`config.mk`:
```
export PLATFORM = sky130hd
export DESIGN_NAME = slra_queue
export DESIGN_NICKNAME = d
export VERILOG_FILES = /design/src/sv/slra_pkg.sv /design/src/sv/slra_queue.sv
export SDC_FILE = /design/constraint.sdc
export NUM_CORES = 1
export LEC_CHECK = 0
export BUFFER_PORTS_ARGS = -buffer_cell sky130_fd_sc_hd__buf_4
export CAP_MARGIN = 20
export CORE_UTILIZATION = 41
export DETAILED_ROUTE_END_ITERATION = 6
export GPL_TIMING_DRIVEN = 1
export PLACE_DENSITY = 0.76
export SETUP_SLACK_MARGIN = 0.5
export SLEW_MARGIN = 20
export SYNTH_ARGS = -nofsm -noshare
export SYNTH_HDL_FRONTEND = slang
export SYNTH_SLANG_ARGS = --single-unit
```
`constraint.sdc`:
```
create_clock -name clk -period 1.85 [get_ports clk]
set_clock_uncertainty 0.05 [all_clocks]
set_input_delay 0.555 -clock clk [delete_from_list [all_inputs] [get_ports clk]]
set_output_delay 0.555 -clock clk [all_outputs]
set_load 0.02 [all_outputs]
```
`src/sv/slra_pkg.sv`:
```
// slra_pkg: request/response types, opcodes and status codes for the
// reference-counted slot allocator. No dependencies.
`default_nettype none

package slra_pkg;

    // opcodes
    localparam logic [1:0] OP_ALLOC = 2'd0;
    localparam logic [1:0] OP_ADD   = 2'd1;
    localparam logic [1:0] OP_DROP  = 2'd2;
    localparam logic [1:0] OP_NOP   = 2'd3;

    // response status codes
    localparam logic [1:0] ST_OK   = 2'd0;
    localparam logic [1:0] ST_FULL = 2'd1;
    localparam logic [1:0] ST_FREE = 2'd2;
    localparam logic [1:0] ST_MAX  = 2'd3;

    // free bitmap word geometry
    localparam int WORD_BITS  = 32;
    localparam int WORD_SHIFT = 5;

    typedef struct packed {
        logic [1:0] opcode;
        logic [9:0] slot_index;
    } req_t;

    typedef struct packed {
        logic [1:0]  status;
        logic [9:0]  result_slot;
        logic [15:0] new_count;
        logic        slot_released;
    } rsp_t;

    // classified command passed from front to back
    typedef struct packed {
        logic [1:0] opcode;
        logic [9:0] slot_index;
        logic       in_table;
    } cmd_t;

endpackage

`default_nettype wire

```
`src/sv/slra_queue.sv`:
```
// slra_queue: two-entry command queue between front and back.
// Depends on slra_pkg.
`default_nettype none

module slra_queue (
    input  wire logic          clk,
    input  wire logic          rst_n,
    input  wire logic          push,
    input  wire slra_pkg::cmd_t push_cmd,
    output logic               full,
    input  wire logic          pop,
    output logic               head_valid,
    output slra_pkg::cmd_t     head_cmd
);
    import slra_pkg::*;

    cmd_t       entry_reg [2];
    logic       wr_ptr_reg;
    logic       wr_ptr_next;
    logic       rd_ptr_reg;
    logic       rd_ptr_next;
    logic [1:0] fill_reg;
    logic [1:0] fill_next;

    assign full       = fill_reg[1];
    assign head_valid = (fill_reg != 2'd0);
    assign head_cmd   = entry_reg[rd_ptr_reg];

    // pointer and fill count update
    always_comb
    begin
        wr_ptr_next = wr_ptr_reg ^ push;
        rd_ptr_next = rd_ptr_reg ^ pop;
        fill_next   = fill_reg + {1'b0, push} - {1'b0, pop};
    end

    always_ff @(posedge clk or negedge rst_n)
    begin
        if (!rst_n)
        begin
            wr_ptr_reg <= 1'b0;
            rd_ptr_reg <= 1'b0;
            fill_reg   <= 2'd0;
        end
        else
        begin
            wr_ptr_reg <= wr_ptr_next;
            rd_ptr_reg <= rd_ptr_next;
            fill_reg   <= fill_next;
        end
    end

    // entry storage
    always_ff @(posedge clk)
    begin
        if (push)
        begin
            entry_reg[wr_ptr_reg] <= push_cmd;
        end
    end

endmodule

`default_nettype wire

```
==> results of run 1 <==
how the worst min path moves through the flow:
stage	endpoint	slack, ns
global route	entry_reg[0][0]$_DFFE_PP_	0.35
global placement	fill_reg[0]$_DFF_PN0_	0.30
floorplan	fill_reg[0]$_DFF_PN0_	0.21
detailed placement	fill_reg[0]$_DFF_PN0_	0.31
CTS	entry_reg[1][2]$_DFFE_PP_	0.35
finish	entry_reg[1][2]$_DFFE_PP_	0.37
power groups by stage:
| stage | Combinational, W | Sequential, W | Clock (W) |
|---|---|---|---|
| floorplan | 0.000622 | 0.000994 | 0 |
| global placement | 0.000953 | 0.000979 | 0 |
| detailed placement | 0.000977 | 0.000990 | 0 |
| CTS | 0.00113 | 0.000971 | 0.000354 |
| global route | 0.00123 | 0.000982 | 0.000380 |
| finish | 0.00115 | 0.000969 | 0.000339 |
stage by stage:
stage / area [um2] / total power [W] / setup TNS [ns]
after floorplan: 1200 / 0.00162 / 0
after global placement: 1480 / 0.00193 / 0
after detailed placement: 1480 / 0.00197 / 0
after CTS: 1610 / 0.00245 / -1.32
after global routing: 1630 / 0.00259 / -1.45
final: 1630 / 0.00246 / -0.938
per-layer routing:
metal	routed length, um	part of all wire, %	up-vias	GRT usage [%]
met5	0	0	-	0
met4	48	2.8	0	10.3
met3	102	6.0	7	5.28
met2	895	52	25	21.9
met1	667	39	294	14.3
li1	-	-	288	-
cells in the mapped netlist, drive strengths merged:
| master | n | area share (%) |
|---|---|---|
| inv | 4 | 1.3 |
| mux2 | 13 | 13 |
| xor2 | 1 | 0.77 |
| edfxtp | 26 | 68 |
| ha | 4 | 4.4 |
| xor3 | 1 | 2.1 |
| buf | 1 | 0.99 |
| or2 | 1 | 0.55 |
| dfrtp | 4 | 8.8 |
cell type report:
type | instances | area, um2
fill | 178 | 916
sequential | 30 | 882
timing repair buffer | 35 | 338
multi-input combinational | 20 | 307
clock buffer | 6 | 41.3
tap | 30 | 37.5
inverter | 4 | 15.0
clock inverter | 2 | 8.76
cell families after synthesis:
group / count (synthesis) / share of synthesized area [%]
xor+xnor: 2 / 2.85
simple gates: 1 / 0.548
buf+inv: 5 / 2.30
fa+ha+maj: 4 / 4.38
mux: 13 / 12.8
flops: 30 / 77.1
cell usage in the layout (no fill, tap or decap), drive strengths merged:
master / instances
xor3: 1
edfxtp: 26
dlygate4sd3: 1
buf: 34
dfrtp: 4
or2: 1
xor2: 1
clkbuf: 6
mux2: 13
ha: 4
inv: 4
clkinv: 2
timing repair:
action                                  in CTS  in global routing
endpoints found under the setup margin      15                 15
endpoints found under the hold margin        4                  0
pin swaps                                    1                  0
buffers inserted                             2                  0
hold buffers                                 1                  0
resized for setup                           14                  6
==> results.sh, run 1 <==
export IMPL_status="finished, violations left"
export IMPL_violations="negative setup slack"
export IMPL_cpPeakStageDelay_ns=0.40
export IMPL_clock_fmax_mhz=519
export IMPL_syn_cell_area_um2=1140
export IMPL_cts_root_buf="clkbuf_4"
export IMPL_core_area_um2=2540
export IMPL_gp_congestion=0.594
export IMPL_num_rows=18
export IMPL_dp_slack_ns=0.224
export IMPL_yosys_warnings=0
export IMPL_hp_start="push_cmd[2]"
export IMPL_cp_start_kind="register"
export IMPL_max_slew_margin_pct=78.0
export IMPL_syn2layout_area_growth_pct=42.6
export IMPL_hpwl_um=1220
export IMPL_antenna_cells=0
export IMPL_drv_slew=0
export IMPL_pwr_share_seq_pct=39.4
export IMPL_setup_slack_ns=-0.0775
export IMPL_ys_seq_area_share_pct=77.1
export IMPL_crit_type="register to primary output"
export IMPL_grt_max_degree=15
export IMPL_layout_nets=117
export IMPL_die_h_um=54.8
export IMPL_maxCapViolCount=0
export IMPL_p_int_w=0.00171
export IMPL_crit_path_end="head_cmd[2]"
export IMPL_drc=0
export IMPL_detail_route_wl_per_cell_um=13.5
export IMPL_synthesis_nets=76
export IMPL_htree_levels=2
export IMPL_cp_end_kind="primary output"
export IMPL_layout_drive_gt1_share_pct=60.8
export IMPL_clk_path_buf_depth=2
export IMPL_p_sw_w=0.000748
export IMPL_critPathLaunch="rd_ptr_reg$_DFF_PN0_"
export IMPL_swShare_pct=30.4
export IMPL_grt_use_total_pct=13.6
export IMPL_critPathMaxFanout=14
export IMPL_reg2reg_to="fill_reg[1]$_DFF_PN0_"
export IMPL_grt_ovfl_total=0
export IMPL_path_cells="buf_12 > mux2_4 > buf_6"
export IMPL_ys_types=9
export IMPL_largest_reg_flops=26
export IMPL_hold_ws_ns=0.371
export IMPL_slowest_stage="dfrtp_1"
export IMPL_grt_pass1_vias=609
export IMPL_post_route_util_pct=64.0
export IMPL_ios=32
export IMPL_arrival_ns=1.32
export IMPL_grt_pass1_wl_um=2570
export IMPL_leakagePower_nw=0.689
export IMPL_avgViaCountPerCell=4.83
export IMPL_crit_cells=3
export IMPL_cts_tree="yes"
export IMPL_ant_nets=0
export IMPL_cts_inserted_buffers=5
export IMPL_min_period_ns=1.93
export IMPL_hp_class="input port to register"
export IMPL_start_util_pct=44.9
export IMPL_setup_violations=13
export IMPL_hold_path_cell_count=1
export IMPL_ys_seq_elements=30
export IMPL_critical_path_top_delay_family="flip-flops"
export IMPL_hold_viol_final=0
export IMPL_vias=614
export IMPL_rsz0062_at_grt="yes"
export IMPL_final_cells=127
export IMPL_r2r_slack_ns=0.57
export IMPL_critical_path_buf_inv_count=2
export IMPL_peakVddDrop_mv=0.973
export IMPL_clock_sinks=30
export IMPL_tightest_slew_ns=0.330
export IMPL_antenna_found_initial=0
export IMPL_drt_iter0_drc=2
export IMPL_post_route_period_util_pct=104
export IMPL_reg2reg_from="fill_reg[0]$_DFF_PN0_"
export IMPL_clock_latency_ns=0.31
export IMPL_path_clk_slew_ns=0.08
export IMPL_p_comb_share_pct=46.8
export IMPL_p_per_area_nw_per_um2=1510
export IMPL_worstRegToRegCells=5
export IMPL_synth_cells=55
export IMPL_die_area_um2=3000
export IMPL_portBuffers=31
export IMPL_drt_total_wl_um=1710
export IMPL_placedCellCount=116
export IMPL_worstPathRequired_ns=1.24
export IMPL_dr_pass1_iters=3
export IMPL_pwr_share_clk_pct=13.8
export IMPL_die_x_um=54.8
export IMPL_avgSynthCellArea_um2=20.8
Power figures use the tool's default switching activity.
==> run 2: changes to the inputs <==
--- a/config.mk
+++ b/config.mk
@@ -8,4 +8,5 @@
 export BUFFER_PORTS_ARGS = -buffer_cell sky130_fd_sc_hd__buf_4
 export CAP_MARGIN = 20
+export CORE_MARGIN = 2
 export CORE_UTILIZATION = 41
 export DETAILED_ROUTE_END_ITERATION = 6
==> constraint.sdc (replaced) <==
create_clock -name clk -period 1.85 [get_ports clk]
set_clock_uncertainty 0.05 [all_clocks]
set_input_delay 0.37 -clock clk [delete_from_list [all_inputs] [get_ports clk]]
set_output_delay 0.37 -clock clk [all_outputs]
set_load 0.02 [all_outputs]
==> results.sh, run 2 (synthesis gave the netlist of run 1 again) <==
export IMPL_tightest_slew_ns=0.321
export IMPL_max_slew_margin_pct=78.6
export IMPL_clock_sinks=30
export IMPL_path_clk_slew_ns=0.09
export IMPL_layout_drive_gt1_share_pct=59.2
export IMPL_detail_route_wl_per_cell_um=13.9
export IMPL_grt_ovfl_total=0
export IMPL_antenna_cells=0
export IMPL_avgViaCountPerCell=4.60
export IMPL_min_period_ns=1.77
export IMPL_grt_use_total_pct=12.8
export IMPL_post_route_period_util_pct=95.5
export IMPL_syn2layout_area_growth_pct=41.6
export IMPL_core_area_um2=2710
export IMPL_die_area_um2=3220
export IMPL_grt_pass1_wl_um=2880
export IMPL_grt_pass1_vias=662
export IMPL_vias=593
export IMPL_drv_slew=0
export IMPL_dr_pass1_iters=3
export IMPL_die_x_um=56.8
export IMPL_drt_iter0_drc=9
export IMPL_largest_reg_flops=26
export IMPL_gp_congestion=0.649
export IMPL_worstPathRequired_ns=1.43
export IMPL_portBuffers=31
export IMPL_fin_setup_tns_ns=0
export IMPL_maxCapViolCount=0
export IMPL_layout_commonest_cell="edfxtp_1"
export IMPL_critPathMaxFanout=8
export IMPL_clock_fmax_mhz=566
export IMPL_arrival_ns=1.35
export IMPL_ant_nets=0
export IMPL_cts_inserted_buffers=5
export IMPL_setup_violations=0
export IMPL_post_route_util_pct=59.7
export IMPL_die_h_um=56.8
export IMPL_cpPeakStageDelay_ns=0.39
export IMPL_layout_common_cells="edfxtp_1, buf_6, buf_4"
export IMPL_cts_tree="yes"
export IMPL_clock_latency_ns=0.33
export IMPL_grt_max_degree=14
export IMPL_path_cells="buf_6 > mux2_4 > buf_6"
export IMPL_cts_root_buf="clkbuf_4"
export IMPL_final_area_um2=1620
export IMPL_cp_start_kind="register"
export IMPL_clk_path_buf_depth=2
export IMPL_hp_class="input port to register"
export IMPL_status="completed"
export IMPL_path_common_cell="buf_6"
export IMPL_antenna_found_initial=0
export IMPL_start_util_pct=42.2
export IMPL_p_per_area_nw_per_um2=1520
export IMPL_slowest_stage="dfrtp_1"
export IMPL_htree_levels=2
export IMPL_drt_total_wl_um=1800
export IMPL_peakVddDrop_mv=1.18
export IMPL_cp_end_kind="primary output"
export IMPL_dpl_instance_area_um2=1420
export IMPL_ios=32
export IMPL_drc=0
export IMPL_num_rows=19
export IMPL_hold_ws_ns=0.163
export IMPL_rsz0062_at_grt="yes"
export IMPL_hold_viol_final=0
export IMPL_crit_type="register to primary output"
export IMPL_layout_nets=118
export IMPL_leakagePower_nw=0.696
## run 2: through the flow
stage,cells,total power [W],setup WS (ns)
3_3_place_gp,118,0.00182,0.423
4_1_cts,129,0.00244,0.0789
6_report,129,0.00246,0.0838
5_1_grt,129,0.00258,0.0435
3_5_place_dp,118,0.00184,0.415
2_1_floorplan,55,0.00152,0.478
## run 2: layout make-up
class | instances | area [um2]
flip-flops and latches | 30 | 881
fillers | 217 | 1090
clock inverters | 2 | 10.0
well taps | 31 | 38.8
multi-input cells | 20 | 292
inverters | 4 | 15.0
clock buffers | 6 | 41.3
repair buffers | 36 | 340
## run 2: report_power, final
part	internal (W)	switching, W	leakage [nW]	total (W)
clock network	0.000144	0.000208	0.0320	0.000352
logic	0.000650	0.000491	0.374	0.00114
registers	0.000912	0.0000577	0.291	0.000970
## run 2: critical path: cells and delay by family, from the launching register on
| kind | cells | cell delay (ns) |
|---|---|---|
| flops | 1 | 0.39 |
| mux | 1 | 0.32 |
| buf+inv | 2 | 0.30 |
## run 2: repair_timing
action / CTS / global route
buffers inserted: 2 / 0
hold endpoints to repair: 4 / 0
hold buffers: 1 / 0
resized for setup: 29 / 5
pin swaps: 1 / 0
setup endpoints to repair: 27 / 28
## run 2: path summary, 6_finish.rpt
kind                                       start                     to  slack, ns  depth (start not counted)
max                         rd_ptr_reg$_DFF_PN0_            head_cmd[0]       0.08                          3
min                                          pop   rd_ptr_reg$_DFF_PN0_       0.16                          2
max reg2reg                fill_reg[0]$_DFF_PN0_  fill_reg[1]$_DFF_PN0_       0.61                          5
min reg2reg                 wr_ptr_reg$_DFF_PN0_   wr_ptr_reg$_DFF_PN0_       0.59                          3
max in group asynchronous                  rst_n   rd_ptr_reg$_DFF_PN0_       1.34                          2
min in group asynchronous                  rst_n   wr_ptr_reg$_DFF_PN0_       0.31                          2
## run 2: routing by layer
| metal | track usage (%) | routed length (um) | vias up |
|---|---|---|---|
| li1 | - | - | 289 |
| met1 | 12.5 | 662 | 276 |
| met2 | 21.9 | 964 | 23 |
| met3 | 6.91 | 134 | 5 |
| met4 | 5.98 | 34 | 0 |
| met5 | 0 | 0 | - |
